`config.mk`:
```
export PLATFORM = sky130hd
export DESIGN_NAME = mat_cfg
export DESIGN_NICKNAME = d
export VERILOG_FILES = /design/src/mat_pkg.sv /design/src/mat_cfg.sv
export SDC_FILE = /design/constraint.sdc
export NUM_CORES = 1
export LEC_CHECK = 0
export BUFFER_PORTS_ARGS = -buffer_cell sky130_fd_sc_hd__buf_4
export CAP_MARGIN = 10
export CORE_MARGIN = 2
export CORE_UTILIZATION = 52
export CTS_CLUSTER_DIAMETER = 50
export DETAILED_ROUTE_END_ITERATION = 10
export PLACE_DENSITY = 0.88
export SLEW_MARGIN = 20
export SYNTH_ARGS = -nofsm -noshare
export SYNTH_HDL_FRONTEND = slang
export SYNTH_SLANG_ARGS = --single-unit
```
`constraint.sdc`:
```
create_clock -name clk -period 2.4 [get_ports clk]
set_input_delay 0.24 -clock clk [delete_from_list [all_inputs] [get_ports clk]]
set_output_delay 0.24 -clock clk [all_outputs]
set_load 0.02 [all_outputs]
```
`src/mat_pkg.sv`:
```
// Shared types and constants for the multicolor ant step block.
package mat_pkg;

  localparam int DEF_MAX_WIDTH  = 256;
  localparam int DEF_MAX_HEIGHT = 256;

  localparam int COLOR_W = 6;
  localparam int SIZE_W  = 9;
  localparam int COUNT_W = 7;
  localparam int TURN_W  = 64;
  localparam int HEAD_W  = 2;

  localparam logic [SIZE_W-1:0]  WIDTH_RST = 9'd256;
  localparam logic [SIZE_W-1:0]  HEIGHT_RST = 9'd256;
  localparam logic [COUNT_W-1:0] COUNT_RST = 7'd4;

  // Headings: 0 is -x, 1 is -y, 2 is +x, 3 is +y.
  localparam logic [HEAD_W-1:0] HEAD_NEG_X = 2'd0;
  localparam logic [HEAD_W-1:0] HEAD_NEG_Y = 2'd1;
  localparam logic [HEAD_W-1:0] HEAD_POS_X = 2'd2;
  localparam logic [HEAD_W-1:0] HEAD_POS_Y = 2'd3;

  typedef enum logic [1:0] {
    CFG_GRID_WIDTH  = 2'd0,
    CFG_GRID_HEIGHT = 2'd1,
    CFG_COLOR_COUNT = 2'd2,
    CFG_TURN_BITS   = 2'd3
  } cfg_index_t;

  typedef enum logic [1:0] {
    ST_CLEAR,
    ST_ISSUE,
    ST_UPDATE
  } step_state_t;

  typedef struct packed {
    logic [SIZE_W-1:0]  grid_width;
    logic [SIZE_W-1:0]  grid_height;
    logic [COUNT_W-1:0] color_count;
    logic [TURN_W-1:0]  turn_bits;
  } cfg_t;

endpackage

```
`src/mat_cfg.sv`:
```
// Configuration registers written through the plain write port.
module mat_cfg
  import mat_pkg::*;
(
  input  logic              clk,
  input  logic              rst,
  input  logic              cfg_we,
  input  logic [1:0]        cfg_index,
  input  logic [TURN_W-1:0] cfg_wdata,
  output cfg_t              cfg
);

  always_ff @(posedge clk) begin
    if (rst) begin
      cfg.grid_width  <= WIDTH_RST;
      cfg.grid_height <= HEIGHT_RST;
      cfg.color_count <= COUNT_RST;
      cfg.turn_bits   <= '0;
    end else if (cfg_we) begin
      unique case (cfg_index_t'(cfg_index))
        CFG_GRID_WIDTH:  cfg.grid_width  <= cfg_wdata[SIZE_W-1:0];
        CFG_GRID_HEIGHT: cfg.grid_height <= cfg_wdata[SIZE_W-1:0];
        CFG_COLOR_COUNT: cfg.color_count <= cfg_wdata[COUNT_W-1:0];
        CFG_TURN_BITS:   cfg.turn_bits   <= cfg_wdata;
        default: ;
      endcase
    end
  end

endmodule

```
# [Word level (Yosys, flattened, before mapping)]
# Index checks and enable logic that the tools add are counted.
[word_totals] ff_bits=89 latch_bits=0 mem_bits_rw=0 rom_bits=0 input_bits=69 out_inout_bits=89 elab_cells=12 mem_count=0
[classes] addsub=0 n_mul=0 div=0 magnitude_cmp=0 eq_ne=3 n_shift=0 muxes=0 n_bitwise=0 n_reduce_logical=5
[op_table] cell="2-bit AND reduction" n=4
[op_table] cell="2-bit equality test (second input constant)" n=2
[op_table] cell="2-bit by 1-bit equality test with 1-bit output (second input constant)" n=1
[op_table] cell="2-bit logical NOT" n=1

# [Longest topological paths before layout]
# Gate-level depths: netlist (run 1).
[logic_depth] word_depth=2 depth_mapped=5

# [Worst setup path after synthesis (run 1)]
# No wires, ideal clock.
[synth_timing] path_kind="input to register" startpoint="input cfg_we" endpoint="register cfg[23] in the netlist's numbering" setup_ps=120 arrival_time_ps=903 slack_ps=1378 path_stages=5 path_buffers=3 path_cell_list="and3_1 > buf_2 > buf_6 > buf_6 > mux2i_1"
[synth_via] elab_chain_cells=1
[synth_lines] element="start, declared" line="mat_cfg.sv:7" rtl="input logic cfg_we,"
[synth_lines] element="2-bit AND reduction (no source line)"
[synth_lines] element="end, declared" line="mat_cfg.sv:10" rtl="output cfg_t cfg"
# No other way between the ends.
# A chain may end at the register's enable or synchronous reset.

# [Worst setup path after layout (run 1)]
[layout_timing] startpoint="register cfg[84] in the netlist's numbering" endpoint="output cfg[84] in the netlist's numbering"
# No word-level cell between the ends.

==> results of run 1 <==
-- kinds of logic after synthesis --
kind of cell,Yosys count,synth area share
buffers and inverters,27,0.0400
DFF,89,0.467
muxes,89,0.233
and+or+nand+nor,160,0.260
-- metrics by stage --
stage | utilization | worst slack (ns) | instances | area, um^2
after floorplan | - | 1.38 | 365 | 3820
after global placement | 0.699 | 1.05 | 596 | 5010
after detailed placement | 0.699 | 0.984 | 596 | 5010
after CTS | 0.730 | 1.28 | 611 | 5240
after global routing | 0.730 | 1.26 | 611 | 5240
final | 0.730 | 1.31 | 611 | 5240
-- cell usage after synthesis (all sizes together) --
library cell,count,area share
nand3,1,0.0013
buf,12,0.025
and3,1,0.0016
nand3b,1,0.0020
nand2b,150,0.25
mux2i,89,0.23
and3b,1,0.0023
or3b,1,0.0023
nor2,5,0.0049
dfxtp,89,0.47
clkbuf,15,0.015
-- where the power goes --
group	internal, mW	leakage (nW)	total (mW)	switching, mW
registers	1.53	0.724	1.56	0.0287
logic	0.233	1.51	0.432	0.200
clock network	0.689	0.111	1.19	0.497
-- placed cells by master, fill, tap and decap left out --
cell and count:
clkbuf_1 3, nand2b_1 150, and3_4 1, dfxtp_1 89
nor2_1 5, nand3_1 1, buf_4 157, buf_12 2
clkbuf_8 9, and3b_1 1, bufinv_16 3, mux2i_1 89
or3b_1 1, nand3b_1 1
-- layout make-up --
class	count	area share
Clock buffer	12	0.0258
Clock inverter	3	0.0172
Multi-Input combinational cell	249	0.361
Sequential cell	89	0.340
Tap cell	99	0.0236
Timing Repair Buffer	159	0.233
-- worst paths after layout --
path | to | startpoint | depth (start not counted) | slack, ns
worst max-delay path | cfg[84] | cfg[84] | 1 | 1.31
worst min-delay path | cfg[51] | cfg_wdata[51] | 3 | 0.16
worst max register to register | cfg[62] | cfg[62] | 2 | 1.71
worst min register to register | cfg[42] | cfg[42] | 2 | 0.48
-- routing by layer --
layer,routed length [um],GRT usage
met5,0,0
met4,89,0.0787
met3,637,0.0612
met2,4320,0.353
met1,3460,0.240
==> out/results.txt, run 1 <==
CTS tree - built
Vias - 2921
WL final - 8.51 mm
Num CTS Buffers - 9
Clk sinks - 89
Total congestion overflow - 0
Maxcap violations - 0
Die Wd - 89.7 um
Post-route ant nets - 0
Actual slew at the worst max-slew pin - 0.584 ns
RSZ-0062 raised after global routing - no
Clk slew on worst S/H paths - 0.09 ns
Critical path arrival - 0.85 ns
Worst Path Buf+Inv - 1
Routability cong. - 0.718
Largest reg by FF count - cfg
Row cnt - 31
Post-synthesis cell type count - 13
Maximum number of pins on one net before global-route repair - 80
Vias/cell - 4.78
Average size of a mapped cell - 10.5 um^2
Hold_ws - 0.158 ns
CTS H-tree lvls - 3
Slew margin rel. - 0.609
Sequential cell area - 1780 um^2
CP Max Fanout - 2
Antenna violations before repair - 0
Leakage power total - 2.35 nW
Initial Utilization - 0.532
Core Area - 7180 um^2
Port Buffers - 157
Die height - 89.7 um
Slew Limit Fails - 0
Status - finished clean
CP max stage delay - 0.36 ns
CP Class - flip-flop to output pin
Resized cells post-CTS - 0
I/O Pins - 158
TritonRoute pass-1 iters - 4
Post-Syn Instances - 365
Post-CTS setup buffers - 0
WL/cell - 13.9 um
Crit-path cells - buf_4
Pwr dens - 606 nW/um^2
Sequential fraction of the synthesis area - 0.467
Die footprint - 8050 um^2
Clk_skew - 0 ns
Delay-heaviest family, CP - flip-flops
Maximum vdd drop - 0.000383 V
CTS Hold Bufs - 0
Fill cells - 556
Fmax - 916 MHz
Min-delay worst type - primary input to flip-flop
Worst Path Required - 2.16 ns
First-pass GRT wire length - 12.8 mm
Yosys reg bits - 89
Fin nets - 577
Final hold violation count - 0
Setup TNS - 0 ns
CP Capture Type - output pin
Area Overhead vs Synth - 37.2%
Tcrit/Tclk final - 0.455
Latest clock arrival within the worst-skew pair - 0.34 ns
Ys Warns - 0
Root Driver - clkbuf_8
Hpwl dp - 6.08 mm
GRT Total Usage - 0.205
DRC viols - 0
Mapped cell area - 3820 um^2
Vias in the first global route - 2755
Final setup vio count - 0
Multi-input gate area - 1890 um^2
Crit path time final - 1.09 ns
Mapped Nets - 434
Clk buf depth - 2
Max reg flops - 89
Crit start category - flip-flop
DRT iter0 DRCs - 52
CP max-delay cell - dfxtp_1
N_diodes - 0
Layout cell share with drive strength beyond 1 - 0.336
Overall Power - 3.18 mW
Top Registers - cfg: 89 flops
Note: power is estimated with default switching activity, not from simulation.
==> run 2: changes to the inputs <==
--- a/config.mk
+++ b/config.mk
@@ -8,10 +8,10 @@
 export BUFFER_PORTS_ARGS = -buffer_cell sky130_fd_sc_hd__buf_4
 export CAP_MARGIN = 10
 export CORE_MARGIN = 2
-export CORE_UTILIZATION = 52
+export CORE_UTILIZATION = 48
 export CTS_CLUSTER_DIAMETER = 50
 export DETAILED_ROUTE_END_ITERATION = 10
-export PLACE_DENSITY = 0.88
+export PLACE_DENSITY = 0.82
 export SLEW_MARGIN = 20
 export SYNTH_ARGS = -nofsm -noshare
 export SYNTH_HDL_FRONTEND = slang
==> constraint.sdc (replaced) <==
create_clock -name clk -period 1.1 [get_ports clk]
set_input_delay 0.11 -clock clk [delete_from_list [all_inputs] [get_ports clk]]
set_output_delay 0.11 -clock clk [all_outputs]
set_load 0.02 [all_outputs]
==> out/results.txt, run 2 (synthesis results as in run 1) <==
Status - finished clean
Min-delay worst type - primary input to flip-flop
Sequential Power Share - 0.502 (+0.012)
Resized cells post-CTS - 0 (unchanged)
TritonRoute pass-1 iters - 4 (unchanged)
Final hold violation count - 0 (unchanged)
RR Endpoint - cfg[21]
Tcrit/Tclk final - 0.877
Maximum number of pins on one net before global-route repair - 105 (+31%)
Die footprint - 8690 um^2 (+8.0%)
Worst R2R Setup Slack - 0.47 ns (-1.24 ns)
Num CTS Buffers - 9 (unchanged)
First-pass GRT wire length - 13.3 mm (+3.8%)
Leakage power total - 2.40 nW (+2.3%)
Worst Path Buf+Inv - 1 (unchanged)
Hpwl dp - 6.10 mm (+0.27%)
Vias - 2924 (+0.10%)
Clk sinks - 89 (unchanged)
N_diodes - 0 (unchanged)
Crit path time final - 0.965 ns
Hold depth - 3 (unchanged)
CTS H-tree lvls - 3 (unchanged)
Post-route ant nets - 0 (unchanged)
Final Core Density - 0.692 (-0.0377)
I/O Pins - 158 (unchanged)
Overall Power - 6.76 mW (+110%)
DRC viols - 0 (unchanged)
Layout cell share with drive strength beyond 1 - 0.348 (+0.0121)
Row cnt - 32 (+3.2%)
Port Buffers - 157 (unchanged)
Slew Limit Fails - 0 (unchanged)
Largest reg by FF count - cfg
DRT iter0 DRCs - 70 (+35%)
Clock share of power - 0.353 (-0.021)
Vias/cell - 4.70 (-1.7%)
CP max stage delay - 0.36 ns (about the same)
CP max-delay cell - dfxtp_1
Critical path arrival - 0.85 ns (about the same)
Latest clock arrival within the worst-skew pair - 0.34 ns (about the same)
Most common cell after layout, fill and taps aside - buf_4
Maximum vdd drop - 0.000748 V (+95%)
Total congestion overflow - 0 (unchanged)
CTS tree - built
Hold_ws - 0.0292 ns (-0.129 ns)
CTS Hold Bufs - 0 (unchanged)
Initial Utilization - 0.494 (-0.0380)
Routability cong. - 0.749 (+4.4%)
Layout Cells excl Fill - 622 (+1.8%)
Clk slew on worst S/H paths - 0.09 ns (about the same)
Most frequent cells in the layout - 160 x buf_4, 150 x nand2b_1, 89 x mux2i_1, 89 x dfxtp_1, 10 x clkbuf_8
WL/cell - 13.4 um (-3.6%)
Fin nets - 585 (+1.4%)
Combinational share of power - 0.145 (+0.009)
Clk buf depth - 2 (unchanged)
Placed insts - 607 (+1.8%)
Vias in the first global route - 2836 (+2.9%)
Delay-heaviest family, CP - flip-flops
Crit-path cells - buf_4
Hold Path Sink - cfg[47]
CP Max Fanout - 2 (unchanged)
Worst Path Required - 0.99 ns (-1.17 ns)
Setup TNS - 0 ns (unchanged)
R2R depth - 2 (unchanged)
WL final - 8.34 mm (-1.9%)
GRT Total Usage - 0.193 (-0.0116)
Worst r2r src - cfg[21]
Root Driver - clkbuf_8
RSZ-0062 raised after global routing - no
Net Sw Frac - 0.231 (+0.00234)
Pwr dens - 1260 nW/um^2 (+110%)
Hold Startpoint - cfg_wdata[47]
CP Class - flip-flop to output pin
Maxcap violations - 0 (unchanged)
Crit start category - flip-flop
Die height - 93.2 um (+3.9%)
Post-CTS setup buffers - 0 (unchanged)
Antenna violations before repair - 0 (unchanged)
Die Wd - 93.2 um (+3.9%)
Fmax - 1040 MHz
Design internal power - 5.20 mW (+110%)
Top Registers - cfg: 89 flops
Slew margin rel. - 0.812 (+0.202)
Core Area - 7730 um^2 (+7.7%)
CP Capture Type - output pin
NetSw - 1.56 mW (+120%)
Area Overhead vs Synth - 40.1%
Max reg flops - 89 (unchanged)
Clk_skew - 0 ns (unchanged)
Final setup vio count - 0 (unchanged)
Actual slew at the worst max-slew pin - 0.283 ns (-0.302 ns)
==> run 2: worst max-delay path by stage <==
stage	to	slack (ns)	depth (start not counted)	start
after CTS	cfg[57]	0.13	1	cfg[57]
final	cfg[57]	0.14	1	cfg[57]
after global routing	cfg[81]	0.08	1	cfg[81]
after floorplan	cfg[23]	0.21	5	cfg_we
after detailed placement	cfg[87]	0.03	4	cfg_index[1]
after global placement	cfg[83]	0.06	4	cfg_index[1]
==> run 2: layout make-up <==
cell class,instances,area [um^2]
fill,609,2380
multi-input combinational,249,1890
timing repair buffer,167,1340
tap,102,128
sequential,89,1780
clock buffer,12,145
clock inverter,3,65.1
==> run 2: stage by stage <==
| stage | cell area (um^2) | worst slack (ns) |
|---|---|---|
| after floorplan | 3820 | 0.208 |
| after global placement | 5140 | 0.0594 |
| after detailed placement | 5140 | 0.0252 |
| after CTS | 5350 | 0.127 |
| after global routing | 5350 | 0.0777 |
| final | 5350 | 0.135 |
==> run 2: power by group through the flow <==
stage | combinational (mW) | clock, mW | sequential, mW
global route | 1.05 | 2.58 | 3.41
CTS | 0.991 | 2.44 | 3.39
global placement | 0.969 | 0 | 3.46
finish | 0.980 | 2.39 | 3.40
detailed placement | 0.990 | 0 | 3.47
floorplan | 0.387 | 0 | 3.60
==> run 2: layer usage <==
layer | up-vias | wire length, um | global-route usage
met2 | 91 | 3990 | 0.318
met3 | 9 | 688 | 0.0709
met1 | 1342 | 3570 | 0.233
met4 | 0 | 95 | 0.0699
met5 | - | 0 | 0
li1 | 1482 | - | -
