## config.mk

```make
export PLATFORM = sky130hd
export DESIGN_NAME = mat_core
export DESIGN_NICKNAME = d
export VERILOG_FILES = /design/src/mat_pkg.sv /design/src/mat_core.sv
export SDC_FILE = /design/constraint.sdc
export NUM_CORES = 1
export LEC_CHECK = 0
export ABC_AREA = 1
export BUFFER_PORTS_ARGS = -buffer_cell sky130_fd_sc_hd__buf_2
export CAP_MARGIN = 25
export CORE_MARGIN = 8
export CORE_UTILIZATION = 45
export DETAILED_ROUTE_END_ITERATION = 10
export PLACE_DENSITY = 0.76
export SKIP_CTS_REPAIR_TIMING = 1
export SYNTH_ARGS = -nofsm -noshare
export SYNTH_HDL_FRONTEND = slang
export SYNTH_SLANG_ARGS = --single-unit
```

## constraint.sdc

```tcl
create_clock -name clk -period 17.5 [get_ports clk]
set_clock_uncertainty 0.2 [all_clocks]
set_input_delay 0.875 -clock clk [delete_from_list [all_inputs] [get_ports clk]]
set_output_delay 0.875 -clock clk [all_outputs]
set_load 0.005 [all_outputs]
```

## src/mat_pkg.sv

```systemverilog
// Shared types and constants for the multicolor ant step block.
package mat_pkg;

  localparam int DEF_MAX_WIDTH  = 256;
  localparam int DEF_MAX_HEIGHT = 256;

  localparam int COLOR_W = 6;
  localparam int SIZE_W  = 9;
  localparam int COUNT_W = 7;
  localparam int TURN_W  = 64;
  localparam int HEAD_W  = 2;

  localparam logic [SIZE_W-1:0]  WIDTH_RST = 9'd256;
  localparam logic [SIZE_W-1:0]  HEIGHT_RST = 9'd256;
  localparam logic [COUNT_W-1:0] COUNT_RST = 7'd4;

  // Headings: 0 is -x, 1 is -y, 2 is +x, 3 is +y.
  localparam logic [HEAD_W-1:0] HEAD_NEG_X = 2'd0;
  localparam logic [HEAD_W-1:0] HEAD_NEG_Y = 2'd1;
  localparam logic [HEAD_W-1:0] HEAD_POS_X = 2'd2;
  localparam logic [HEAD_W-1:0] HEAD_POS_Y = 2'd3;

  typedef enum logic [1:0] {
    CFG_GRID_WIDTH  = 2'd0,
    CFG_GRID_HEIGHT = 2'd1,
    CFG_COLOR_COUNT = 2'd2,
    CFG_TURN_BITS   = 2'd3
  } cfg_index_t;

  typedef enum logic [1:0] {
    ST_CLEAR,
    ST_ISSUE,
    ST_UPDATE
  } step_state_t;

  typedef struct packed {
    logic [SIZE_W-1:0]  grid_width;
    logic [SIZE_W-1:0]  grid_height;
    logic [COUNT_W-1:0] color_count;
    logic [TURN_W-1:0]  turn_bits;
  } cfg_t;

endpackage

```

## src/mat_core.sv

```systemverilog
// Step sequencer: moves the ant, reads and rewrites the cell, sweeps clears.
module mat_core
  import mat_pkg::*;
#(
  parameter int MAX_WIDTH  = DEF_MAX_WIDTH,
  parameter int MAX_HEIGHT = DEF_MAX_HEIGHT,
  localparam int AW = $clog2(MAX_WIDTH * MAX_HEIGHT)
) (
  input  logic               clk,
  input  logic               rst,
  input  cfg_t               cfg,
  input  logic               s_tvalid,
  output logic               s_tready,
  input  logic [7:0]         s_tdata,
  output logic               m_tvalid,
  input  logic               m_tready,
  output logic [23:0]        m_tdata,
  output logic               ram_we,
  output logic [AW-1:0]      ram_waddr,
  output logic [COLOR_W-1:0] ram_wdata,
  output logic               ram_re,
  output logic [AW-1:0]      ram_raddr,
  input  logic [COLOR_W-1:0] ram_rdata
);

  localparam int XW = $clog2(MAX_WIDTH);
  localparam int YW = $clog2(MAX_HEIGHT);
  localparam int WCW = $clog2(MAX_WIDTH + 1);
  localparam int HCW = $clog2(MAX_HEIGHT + 1);
  localparam int PW = YW + WCW;
  localparam int DEPTH = MAX_WIDTH * MAX_HEIGHT;
  localparam int RST_W = (int'(WIDTH_RST) > MAX_WIDTH) ? MAX_WIDTH : int'(WIDTH_RST);
  localparam int RST_H = (int'(HEIGHT_RST) > MAX_HEIGHT) ? MAX_HEIGHT : int'(HEIGHT_RST);
  localparam logic [AW-1:0] LAST_ADDR = AW'(DEPTH - 1);

  step_state_t state, state_next;

  logic              hold_valid;
  logic              hold_clear;
  logic [XW-1:0]     ant_x;
  logic [YW-1:0]     ant_y;
  logic [HEAD_W-1:0] heading;
  logic [AW-1:0]     step_addr;
  logic [AW-1:0]     clr_addr;

  logic              consume, issue_go, clear_go, upd_go;
  logic [WCW-1:0]    eff_w, nx_ext;
  logic [HCW-1:0]    eff_h, ny_ext;
  logic [XW-1:0]     nx;
  logic [YW-1:0]     ny;
  logic [PW-1:0]     row_base;
  logic [AW-1:0]     move_addr;
  logic [HEAD_W-1:0] heading_next;
  logic [COUNT_W-1:0] color_inc;
  logic [COLOR_W-1:0] color_next;

  assign consume  = (state == ST_ISSUE) && hold_valid;
  assign issue_go = consume && !hold_clear;
  assign clear_go = consume && hold_clear;
  assign upd_go   = (state == ST_UPDATE) && (!m_tvalid || m_tready);
  // The input stage refills in the same cycle its beat moves on.
  assign s_tready = !hold_valid || consume;

  // Effective grid size: zero acts as one, anything above the maximum clamps.
  always_comb begin
    if (cfg.grid_width == '0) begin
      eff_w = WCW'(1);
    end else if (32'(cfg.grid_width) > 32'(MAX_WIDTH)) begin
      eff_w = WCW'(MAX_WIDTH);
    end else begin
      eff_w = WCW'(cfg.grid_width);
    end
    if (cfg.grid_height == '0) begin
      eff_h = HCW'(1);
    end else if (32'(cfg.grid_height) > 32'(MAX_HEIGHT)) begin
      eff_h = HCW'(MAX_HEIGHT);
    end else begin
      eff_h = HCW'(cfg.grid_height);
    end
  end

  // Move one cell with toroidal wrap; a coordinate left outside a shrunken
  // grid falls back to zero.
  always_comb begin
    nx_ext = WCW'(ant_x);
    ny_ext = HCW'(ant_y);
    unique case (heading)
      HEAD_NEG_X: begin
        if (ant_x == '0) begin
          nx_ext = eff_w - WCW'(1);
        end else begin
          nx_ext = WCW'(ant_x) - WCW'(1);
          if (nx_ext >= eff_w) nx_ext = '0;
        end
        if (ny_ext >= eff_h) ny_ext = '0;
      end
      HEAD_NEG_Y: begin
        if (ant_y == '0) begin
          ny_ext = eff_h - HCW'(1);
        end else begin
          ny_ext = HCW'(ant_y) - HCW'(1);
          if (ny_ext >= eff_h) ny_ext = '0;
        end
        if (nx_ext >= eff_w) nx_ext = '0;
      end
      HEAD_POS_X: begin
        nx_ext = WCW'(ant_x) + WCW'(1);
        if (nx_ext >= eff_w) nx_ext = '0;
        if (ny_ext >= eff_h) ny_ext = '0;
      end
      HEAD_POS_Y: begin
        ny_ext = HCW'(ant_y) + HCW'(1);
        if (ny_ext >= eff_h) ny_ext = '0;
        if (nx_ext >= eff_w) nx_ext = '0;
      end
      default: ;
    endcase
    nx = XW'(nx_ext);
    ny = YW'(ny_ext);
    row_base  = PW'(ny) * PW'(eff_w);
    move_addr = AW'(row_base) + AW'(nx);
  end

  // Turn and recolor from the color read back.
  always_comb begin
    if (cfg.turn_bits[ram_rdata]) begin
      heading_next = heading + HEAD_W'(1);
    end else begin
      heading_next = heading - HEAD_W'(1);
    end
    color_inc = COUNT_W'(ram_rdata) + COUNT_W'(1);
    if (color_inc == cfg.color_count - COUNT_W'(1)) begin
      color_next = COLOR_W'(1);
    end else begin
      color_next = color_inc[COLOR_W-1:0];
    end
  end

  always_comb begin
    state_next = state;
    unique case (state)
      ST_CLEAR:  if (clr_addr == LAST_ADDR) state_next = ST_ISSUE;
      ST_ISSUE: begin
        if (issue_go) begin
          state_next = ST_UPDATE;
        end else if (clear_go) begin
          state_next = ST_CLEAR;
        end
      end
      ST_UPDATE: if (upd_go) state_next = ST_ISSUE;
      default:   state_next = ST_ISSUE;
    endcase
  end

  always_comb begin
    ram_re    = issue_go;
    ram_raddr = move_addr;
    unique case (state)
      ST_CLEAR: begin
        ram_we    = 1'b1;
        ram_waddr = clr_addr;
        ram_wdata = '0;
      end
      default: begin
        ram_we    = upd_go;
        ram_waddr = step_addr;
        ram_wdata = color_next;
      end
    endcase
  end

  always_ff @(posedge clk) begin
    if (rst) begin
      state      <= ST_CLEAR;
      hold_valid <= 1'b0;
      clr_addr   <= '0;
      ant_x      <= XW'(RST_W / 2);
      ant_y      <= YW'(RST_H / 2);
      heading    <= HEAD_NEG_X;
      m_tvalid   <= 1'b0;
    end else begin
      state <= state_next;
      if (s_tvalid && s_tready) begin
        hold_valid <= 1'b1;
      end else if (consume) begin
        hold_valid <= 1'b0;
      end
      if (state == ST_CLEAR) begin
        clr_addr <= clr_addr + AW'(1);
      end else begin
        clr_addr <= '0;
      end
      if (issue_go) begin
        ant_x <= nx;
        ant_y <= ny;
      end
      if (upd_go) begin
        heading  <= heading_next;
        m_tvalid <= 1'b1;
      end else if (m_tready) begin
        m_tvalid <= 1'b0;
      end
    end
  end

  always_ff @(posedge clk) begin
    if (s_tvalid && s_tready) begin
      hold_clear <= s_tdata[0];
    end
    if (issue_go) begin
      step_addr <= move_addr;
    end
    if (upd_go) begin
      m_tdata <= {heading_next, color_next, 8'(ant_y), 8'(ant_x)};
    end
  end

endmodule

```

[Word-level counts from Yosys, hierarchy flattened]
Cells that the tools add are included.
Storage, ports and cells
  memories kept: 0
  output and inout bits: 66
  register bits after elaboration: 79
  memory bits (read-only): 0
  latch bits: 0
  logic and storage cells: 95
  memory bits (writable): 0
Cells by class
  shift-type cells: 0
  reductions and logical operators: 22
  div/mod/pow operators: 0
  add/subtract/negate cells: 12
  muxes and demuxes: 30
  $mul: 1
  $lt $le $gt $ge: 9
  equal/unequal tests: 10
  bitwise gates (word level): 1
Operator list (number)
  8-bit 2-to-1 mux: 8
  8-bit one-hot mux with 3 select lines: 2
  9-bit >= comparator: 4
  9-bit 2-to-1 mux: 4
  8-bit by 1-bit adder with 9-bit output, second input constant: 2
  8-bit by 9-bit >= comparator with 1-bit output: 2
  9-bit > comparator, second input constant: 2
  9-bit logical NOT: 2
  8-bit by 1-bit subtractor with 9-bit output, second input constant: 2
  16-bit by 1-bit adder with 16-bit output, second input constant: 1
  16-bit by 8-bit adder with 16-bit output: 1
  16-bit equality test, second input constant: 1
  8-bit logical NOT: 2
  8-bit by 9-bit multiplier with 16-bit output: 1
  16-bit 2-to-1 mux: 1
  8-bit by 1-bit subtractor with 8-bit output, second input constant: 2
  6-bit 2-to-1 mux: 2
  2-bit 2-to-1 mux: 5
  6-bit by 1-bit adder with 7-bit output, second input constant: 1
  7-bit equality test: 1
  6-bit by 7-bit < comparator with 1-bit output, second input constant: 1
  7-bit by 1-bit subtractor with 7-bit output, second input constant: 1
  1-bit binary-select mux with 6-bit select: 1
  2-bit equality test, second input constant: 3
  other kinds (15): 33

[Depth between registers and ports, before layout]
Gate-level depths: netlist of run 1.
  depth in word-level cells: 9
  depth in mapped cells: 40
  mapped depth without buffers: 40

[Worst setup path before layout of run 1]
No wires, ideal clock.
  kind: input port to output port
  start point: in cfg[75] (netlist bit)
  end point: out ram_raddr[15]
  buffers on the path: 1
  stages: 36
  data required time: 16.425 ns
  data arrival time: 6.536 ns
  slack: 9.889 ns
  path through: nor2_1 nand2_1 o21ai_2 buf_4 inv_1 nor2_1 inv_1 ha_1 a21oi_1 o21ai_0 a21oi_1 nand2_1 nor2_1 nand3_1 o211ai_1 nand2_1 inv_1 nand2_1 fa_1 inv_1 fa_1 inv_1 fa_1 fa_1 inv_1 ha_1 a21oi_1 and2_1 inv_1 a21oi_1 o31ai_1 nand2_1 nand2_1 a21oi_1 nand3_1 nand2_1
Between the ends
  cells in the longest elaborated chain, start to end: 9
  elaborated cells on any way between the ends: 15
  classes of those cells: add/sub (2); mul (1); order compare (4); mux (7); reduce/logical (1)
RTL lines
  from (decl): RTL line mat_core.sv:11  | input cfg_t cfg,
  9-bit > comparator: RTL line mat_core.sv:75  | end else if (32'(cfg.grid_height) > 32'(MAX_HEIGHT)) begin
  9-bit 2-to-1 mux: RTL line mat_core.sv:75
  9-bit 2-to-1 mux *: RTL line mat_core.sv:73  | if (cfg.grid_height == '0) begin
  9-bit >= comparator: RTL line mat_core.sv:102  | if (ny_ext >= eff_h) ny_ext = '0;
  8-bit 2-to-1 mux: RTL line mat_core.sv:102
  8-bit 2-to-1 mux: RTL line mat_core.sv:98  | if (ant_y == '0) begin
  8-bit one-hot mux with 3 select lines *: RTL line mat_core.sv:87  | unique case (heading)
  8-bit by 9-bit multiplier with 16-bit output *: RTL line mat_core.sv:120  | row_base = PW'(ny) * PW'(eff_w);
  16-bit by 8-bit adder with 16-bit output *: RTL line mat_core.sv:121  | move_addr = AW'(row_base) + AW'(nx);
  to (decl): RTL line mat_core.sv:22  | output logic [AW-1:0] ram_raddr,
Mark *: on every way between the ends. The rest lies on a longest branch, timed or not.

[Worst setup path after layout of run 1]
  start point: in cfg[76] (netlist bit)
  end point: out ram_raddr[15]
The elaborated chain is that of the path after synthesis.

==> results.toml, run 1 <==
[synth]
avgSynthCellArea_um2 = 7.263
syn_area_mm2 = 0.009035
postSynthCellCount = 1244
syn-num-nets = 1499
synth-warning-count = 0
muxShareOfSynthArea = 0
synthSimpleGateAreaFrac = 0.2512
seq_area_frac_synth = 0.2205
synth_cell_type_count = 53
synthAdderAreaFrac = 0.2457
synth-compound-area-share = 0.1385
synth_top_family_by_area = "simple AND/OR/NAND/NOR gates"
synth_xor_area_frac = 0.04750
synth_seq_cells = 79

[critical_path]
critPathRequiredTime_ns = 16.43
cpPeakStageDelay_ns = 0.55
critPathLaunch = "cfg[76]"
critPathLaunchType = "input pin"
cp_slowest_cell = "fa_1"
critPathCaptureType = "output pin"
critPathArrivalTime_ns = 7.88
crit_type = "in -> out"
path_max_fanout = 13
crit-reg2reg-launch = "ant_y[0]"

[floorplanning]
core_area_mm2 = 0.01997
initial_core_util = 0.4523
die_w_um = 157.7
pin_count = 173
die_h_um = 157.7
die-area_mm2 = 0.02487
fp-row-count = 52

[routing]
drt-initial-drc-count = 847
dr.pass1.iters = 6
drtAntennaViolNets = 0
vias = 8959
viasPerCell = 5.358
wl_per_cell_um = 15.43
drcViolationCount = 0
wl_um = 25800

[timing]
slew-limit-headroom = 0.3385
grt_setup_unrepaired = "false"
tightest_slew_ns = 0.9886
setup-tns-final_ns = 0
finalCritPeriodShare = 0.5115
fin_hold_ws_ns = 0.2905
report.final.hold_viol_count = 0
drv_slew = 0
period_minus_slack_ns = 8.951
fmax_ghz = 0.1117
final-setup-viol-count = 0

[clock_network]
worstSkewPairLatency_ns = 0.34
clk_path_buf_depth = 2
cts_buffers = 9
cts-root-buf = "clkbuf_16"
clock-sinks = 79
cts_tree = "yes"
clk_pin_slew_ns = 0.06
htreeDepth = 3

[global_routing]
gr-total-overflow = 0
antenna_found_initial = 0
grt_pass1_wl_um = 41570
grt_pass1_vias = 8622
grtUsageTotal = 0.2047
grt_max_degree = 39

[layout]
fin_nets = 1652
fill_cells = 1938
drive_gt1_frac = 0.1619
multi_input_area_mm2 = 0.006172
diodes = 0
regArea_mm2 = 0.001992
syn_to_final_growth_pct = 15.08

[run_status]
outcome = "complete, no violations"

[power]
clock_power_share = 0.368
leakage_nw = 5.073
p_per_area_mw_per_mm2 = 44.77
p_total_uw = 465.5
power.switching_uw = 137.1
p_seq_frac = 0.421
internal-power_uw = 328.5
max-vdd-ir-drop_mv = 0.03756
p_sw_frac = 0.2944
combPwrFrac = 0.211

[run]
maxCapViolations = 0

[placed_design]
port_buffers = 165
gp_congestion = 1.022
hpwl_um = 21120

[worst_hold_path]
min_path_type = "reg -> reg"
min_from = "clr_addr[0]"
==> final timing paths <==
kind | endpoint | slack, ns | cells after the start
worst min register to register | clr_addr[0] | 0.29 | 1
worst max register to register | step_addr[15] | 9.91 | 37
worst max-delay path | ram_raddr[15] | 8.55 | 37
worst min-delay path | clr_addr[0] | 0.29 | 1
==> metrics by stage <==
step | worst slack (ns) | util | instances | cell area (µm²)
after floorplan | 9.889 | - | 1244 | 9035
after global placement | 8.754 | 0.5058 | 1655 | 10100
after detailed placement | 8.545 | 0.5058 | 1655 | 10100
after CTS | 8.544 | 0.5192 | 1671 | 10370
after global routing | 8.040 | 0.5205 | 1672 | 10400
final | 8.549 | 0.5205 | 1672 | 10400
==> kinds of logic after synthesis <==
kind of cell               after synthesis
xor gates and xnor gates                49
AOI/OAI and AO/OA                      221
and+or+nand+nor                        519
buffers and inverters                  228
adders and majority gates              148
DFF                                     79
==> placed cells by master, fill, tap and decap left out, types with 5 or more instances in the layout <==
cell,n
nor2_2,10
nand2_2,5
nor4_1,5
xnor2_1,10
xor2_1,39
a21oi_1,78
inv_2,13
edfxtp_1,41
o21ai_1,7
nand4_1,18
buf_2,165
fa_1,49
o22ai_1,9
inv_1,187
nor3_1,17
o311ai_0,5
dfxtp_1,38
nand3_1,72
nor2_1,155
nand2_1,218
o21ai_0,89
clkbuf_16,9
o211ai_1,8
ha_1,99
==> registers in the layout (all words and copies together) (netlist names) <==
register,cells
ant_y,8
hold_clear,1
heading,2
ant_x,8
m_tdata,24
clr_addr,16
state,2
hold_valid,1
step_addr,16
m_tvalid,1
==> Yosys cell counts, drive strengths merged <==
library cell / instances / area, µm²
a211o: 1 / 8.760
a211oi: 1 / 7.510
a21boi: 1 / 7.510
a21o: 1 / 7.510
a21oi: 79 / 406.6
a31oi: 2 / 12.51
and2: 2 / 15.02
buf: 7 / 37.54
clkbuf: 18 / 68.81
clkinv: 1 / 3.750
dfxtp: 38 / 760.7
edfxtp: 41 / 1231
fa: 49 / 980.9
ha: 99 / 1239
inv: 202 / 763.2
nand2: 225 / 872.1
nand3: 73 / 370.4
nand3b: 4 / 30.03
nand4: 19 / 125.1
nor2: 168 / 675.6
nor3: 20 / 127.6
nor3b: 3 / 22.52
nor4: 5 / 31.28
o2111ai: 3 / 26.28
o211ai: 9 / 72.57
o21a: 4 / 30.03
o21ai: 98 / 498.0
o21bai: 1 / 7.510
o221ai: 5 / 50.04
o22ai: 9 / 56.30
o311ai: 5 / 43.79
o31ai: 1 / 7.510
o41ai: 1 / 8.760
xnor2: 10 / 87.58
xor2: 39 / 341.6
==> worst max-delay path: cells and delay by family <==
family,cells,cell delay (ns)
AOI/OAI and AO/OA,9,1.58
buffers and inverters,9,0.90
and+or+nand+nor,13,1.82
adders and majority gates,6,2.71
==> power by group through the flow <==
stage	Clock (mW)	Sequential [mW]	Combinational, mW
after floorplan	0	0.200	0.0624
after global placement	0	0.200	0.0948
after detailed placement	0	0.200	0.0969
after CTS	0.174	0.196	0.0974
after global routing	0.182	0.196	0.110
final	0.171	0.196	0.0982
==> final cells by class <==
type                    instances  area share
well taps                     270     0.03249
clock inverters                 5    0.003369
repair buffers                167     0.08279
inverters                     203     0.07377
clock buffers                  11     0.02238
flip-flops and latches         79      0.1916
multi-input cells             937      0.5936
==> routing by layer <==
metal  vias up  share of wire  global-route usage
met5         -              0                   0
met4         0          0.025             0.07344
met3        56          0.086             0.02976
met2       378           0.48              0.3654
met1      4127           0.41              0.2450
li1       4398              -                   -
(Power assumes the default switching activity.)
==> run 2: changes to the inputs <==
==> constraint.sdc (replaced) <==
create_clock -name clk -period 8.3 [get_ports clk]
set_clock_uncertainty 0.2 [all_clocks]
set_input_delay 0.415 -clock clk [delete_from_list [all_inputs] [get_ports clk]]
set_output_delay 0.415 -clock clk [all_outputs]
set_load 0.005 [all_outputs]
==> run 2 against run 1 <==
  * Utilization grew 0.79 points
  * Power is 130% higher
  * Non-clock buffer count increased by 6
  * Critical path type is now reg -> out
  * Sequential cell count stayed put
  * Critical path depth fell by 4
  * Sequential share of layout area shrank 0.21 points
  * Routed wire length grew 0.73%
  * Via count decreased by 0.79%
  * Combinational power grew 110%
  * Clock-buffer cell count did not move
  * Die area unchanged
  * Sequential power rose by 110%
==> results.toml, run 2 (synthesis gave the netlist of run 1 again) <==
[timing]
setup-tns-final_ns = 0
fmax_ghz = 0.1284
grt_setup_unrepaired = "false"
finalCritPeriodShare = 0.9381
fin_hold_ws_ns = 0.06598
tightest_slew_ns = 0.9326
report.final.hold_viol_count = 0
period_minus_slack_ns = 7.786
slew-limit-headroom = 0.3759
drv_slew = 0
final-setup-viol-count = 0
fin_ws_ns = 0.5141

[routing]
route.met3.wl_um = 2337
drtAntennaViolNets = 0
top_layer_used = "met4"
route.met2.wl_um = 12850
drcViolationCount = 0
dr.pass1.iters = 6
drt-initial-drc-count = 827
wl_per_cell_um = 15.49
viasPerCell = 5.297
wl_met1_um = 10200
vias = 8888
wl_um = 25990

[worst_hold_path]
min_path_type = "in -> reg"
hold_depth = 1

[critical_path]
critPathLaunchType = "register"
critPathRequiredTime_ns = 7.69
critPathCaptureType = "output pin"
cp_slowest_cell = "fa_1"
cp_common_cell = "nand2_1"
crit_type = "reg -> out"
path_max_fanout = 6
critPathArrivalTime_ns = 7.17
rr_worst_depth = 33
cpPeakStageDelay_ns = 0.54

[global_routing]
gr-total-overflow = 0
antenna_found_initial = 0
grtUsageTotal = 0.2086
grt_max_degree = 39
grt_pass1_vias = 8688
grt_pass1_wl_um = 41900

[clock_network]
cts-root-buf = "clkbuf_16"
clk_pin_slew_ns = 0.06
cts_buffers = 9
cts_tree = "yes"
htreeDepth = 3
clk_path_buf_depth = 2
clock-sinks = 79
worstSkewPairLatency_ns = 0.34

[layout]
multi_input_area_mm2 = 0.006198
design_area_mm2 = 0.01056
largest_reg_flops = 24
diodes = 0
fin_nets = 1658
utilization = 0.5284
regArea_mm2 = 0.001999
top_register = "m_tdata"
top_regs = "m_tdata x24, clr_addr x16, step_addr x16"
drive_gt1_frac = 0.1783
final_cell_mix = "nand2_1 (217), inv_1 (184), buf_2 (165)"
syn_to_final_growth_pct = 16.83
final_cell_count_no_fill = 1678
final_common_cell = "nand2_1"
fill_cells = 1902

[floorplanning]
pin_count = 173
fp-row-count = 52
core_area_mm2 = 0.01997
die_h_um = 157.7
initial_core_util = 0.4523
die-area_mm2 = 0.02487
die_w_um = 157.7

[run_status]
outcome = "complete, no violations"

[power]
leakage_nw = 5.144
p_total_mw = 1.081
max-vdd-ir-drop_mv = 0.07859
p_per_area_mw_per_mm2 = 102.4

[placed_design]
gp_congestion = 1.019
port_buffers = 165
post-place-ws_ns = 0.4852
place_area_mm2 = 0.01010
hpwl_um = 21270
placed_cells = 1655

[run]
maxCapViolations = 0
[run 2: area by class of cell]
cell class                      count  share of cell area
Multi-Input combinational cell    937              0.5872
Sequential cell                    79              0.1894
Timing Repair Buffer              173             0.08582
Inverter                          203             0.07266
Tap cell                          270             0.03201
Clock buffer                       11             0.02300
Clock inverter                      5            0.009839
[run 2: layer usage]
metal,track usage,vias to the layer above
met5,0,-
met3,0.03085,50
met2,0.3841,349
met1,0.2407,4077
met4,0.07253,0
li1,-,4412
[run 2: final timing paths]
check / end / slack (ns) / startpoint
worst max register to register: step_addr[15] / 1.15 / ant_y[4]
worst min register to register: clr_addr[10] / 0.28 / clr_addr[10]
worst max-delay path: ram_raddr[15] / 0.51 / ant_y[4]
worst min-delay path: hold_clear / 0.07 / s_tdata[0]
[run 2: worst max-delay path: cells and delay by family, from the launching register on]
kind	cells	cell delay, ns
adders and majority gates	6	2.67
and+or+nand+nor	14	1.93
AOI/OAI and AO/OA	6	0.98
buffers and inverters	6	0.59
DFF	1	0.38
xor gates and xnor gates	1	0.30
[run 2: report_power, final]
group	total [mW]	internal, mW	leakage, nW	switching (mW)
registers	0.413	0.412	0.704	0.00179
clock network	0.460	0.303	0.170	0.158
logic	0.207	0.0786	4.27	0.129
==> run 3: changes to the inputs <==
==> constraint.sdc (replaced) <==
create_clock -name clk -period 8.3 [get_ports clk]
set_clock_uncertainty 0.2 [all_clocks]
set_input_delay 0.83 -clock clk [delete_from_list [all_inputs] [get_ports clk]]
set_output_delay 0.83 -clock clk [all_outputs]
set_load 0.005 [all_outputs]
==> run 3 against run 2 <==
  * First-iteration DRC count grew 18%
  * Worst hold slack improved by 0.20 ns
  * Critical path depth grew 5
  * Critical endpoint unchanged
  * Critical path type is now in -> out
  * Die area unchanged
  * Largest cell class unchanged
==> results.toml, run 3 (synthesis gave the netlist of run 1 again) <==
[run_status]
outcome = "complete, no violations"

[clock_network]
cts-root-buf = "clkbuf_16"
cts_buffers = 9
cts_tree = "yes"
clk_pin_slew_ns = 0.06
clk_path_buf_depth = 2
clock-sinks = 79
htreeDepth = 3
worstSkewPairLatency_ns = 0.34

[routing]
wl_um = 27170
drcViolationCount = 0
vias = 9136
dr.pass1.iters = 5
drt-initial-drc-count = 976
viasPerCell = 5.336
wl_per_cell_um = 15.87
drtAntennaViolNets = 0

[layout]
largest_reg_flops = 24
fin_nets = 1692
design_area_mm2 = 0.01113
final_common_cell = "nand2_1"
syn_to_final_growth_pct = 23.24
top_register = "m_tdata"
top_regs = "m_tdata x24, clr_addr x16, step_addr x16"
regArea_mm2 = 0.002008
multi_input_area_mm2 = 0.006546
final_cell_count_no_fill = 1712
diodes = 0
drive_gt1_frac = 0.2323
final_cell_mix = "nand2_1 (207), inv_1 (182), buf_2 (165)"
fill_cells = 1841

[placed_design]
hpwl_um = 21680
placed_cells = 1679
place_area_mm2 = 0.01028
port_buffers = 165
gp_congestion = 1.004

[floorplanning]
fp-row-count = 52
die_h_um = 157.7
die-area_mm2 = 0.02487
pin_count = 173
initial_core_util = 0.4523
core_area_mm2 = 0.01997
die_w_um = 157.7

[power]
combPwrFrac = 0.222
p_sw_frac = 0.2844
max-vdd-ir-drop_mv = 0.09267
internal-power_uw = 743.6
power.switching_uw = 295.5
p_per_area_mw_per_mm2 = 93.33
leakage_nw = 5.320
clock_power_share = 0.382
p_total_mw = 1.039
p_seq_frac = 0.397

[critical_path]
cp_slowest_cell = "fa_1"
critPathLaunchType = "input pin"
cp_common_cell = "nand2_1"
crit_type = "in -> out"
cpPeakStageDelay_ns = 0.54
critPathArrivalTime_ns = 7.02
path_max_fanout = 7
critPathCaptureType = "output pin"
critPathRequiredTime_ns = 7.27

[global_routing]
grt_pass1_wl_um = 41760
antenna_found_initial = 0
grt_max_degree = 39
grt_pass1_vias = 8737
gr-total-overflow = 0
grtUsageTotal = 0.2076

[timing]
final-setup-viol-count = 0
slew-limit-headroom = 0.3634
drv_slew = 0
fmax_ghz = 0.1241
period_minus_slack_ns = 8.055
setup-tns-final_ns = 0
finalCritPeriodShare = 0.9705
report.final.hold_viol_count = 0
tightest_slew_ns = 0.9514

[worst_hold_path]
min_path_type = "reg -> reg"

[run]
maxCapViolations = 0
==> run 3: worst max-delay path, delay by kind of cell <==
| kind | cells | cell delay [ns] |
|---|---|---|
| buffers and inverters | 9 | 0.90 |
| adders and majority gates | 6 | 2.57 |
| and+or+nand+nor | 17 | 1.76 |
| AOI/OAI and AO/OA | 6 | 0.94 |
==> run 3: worst paths after layout <==
check / slack [ns] / cells past startpoint / start / to
worst max-delay path: 0.25 / 38 / cfg[72] / ram_raddr[15]
worst min-delay path: 0.27 / 1 / clr_addr[0] / clr_addr[0]
worst max register to register: 1.34 / 36 / ant_y[0] / step_addr[15]
worst min register to register: 0.27 / 1 / clr_addr[0] / clr_addr[0]
==> run 3: cell type report <==
| cell class | instances | share of cell area |
|---|---|---|
| Tap cell | 270 | 0.03034 |
| Clock buffer | 11 | 0.02180 |
| Timing Repair Buffer | 207 | 0.1053 |
| Clock inverter | 5 | 0.005169 |
| Inverter | 203 | 0.06911 |
| Sequential cell | 79 | 0.1804 |
| Multi-Input combinational cell | 937 | 0.5879 |
==> run 3: power by group through the flow <==
stage	clock (mW)	combinational (mW)	sequential [mW]
floorplan	0	0.131	0.421
global placement	0	0.207	0.422
detailed placement	0	0.211	0.422
CTS	0.402	0.213	0.413
global route	0.415	0.256	0.412
finish	0.396	0.230	0.412
==> run 3: per-stage QoR <==
step           hold slack (ns)  setup slack [ns]    util
6_report                0.2688            0.2450  0.5574
2_1_floorplan           0.2297            0.7788       -
4_1_cts                 0.2767          -0.01013  0.5298
3_5_place_dp            0.2576           0.01676  0.5148
3_3_place_gp            0.2474            0.1404  0.5148
5_1_grt                 0.2991           -0.2258  0.5574
==> run 3: per-layer routing <==
metal | wire, µm | track usage | vias to the layer above | share of wire
met2 | 13350 | 0.3707 | 405 | 0.49
met4 | 789 | 0.08069 | 0 | 0.029
li1 | - | - | 4479 | -
met5 | 0 | 0 | - | 0
met1 | 10520 | 0.2408 | 4191 | 0.39
met3 | 2514 | 0.03877 | 61 | 0.093
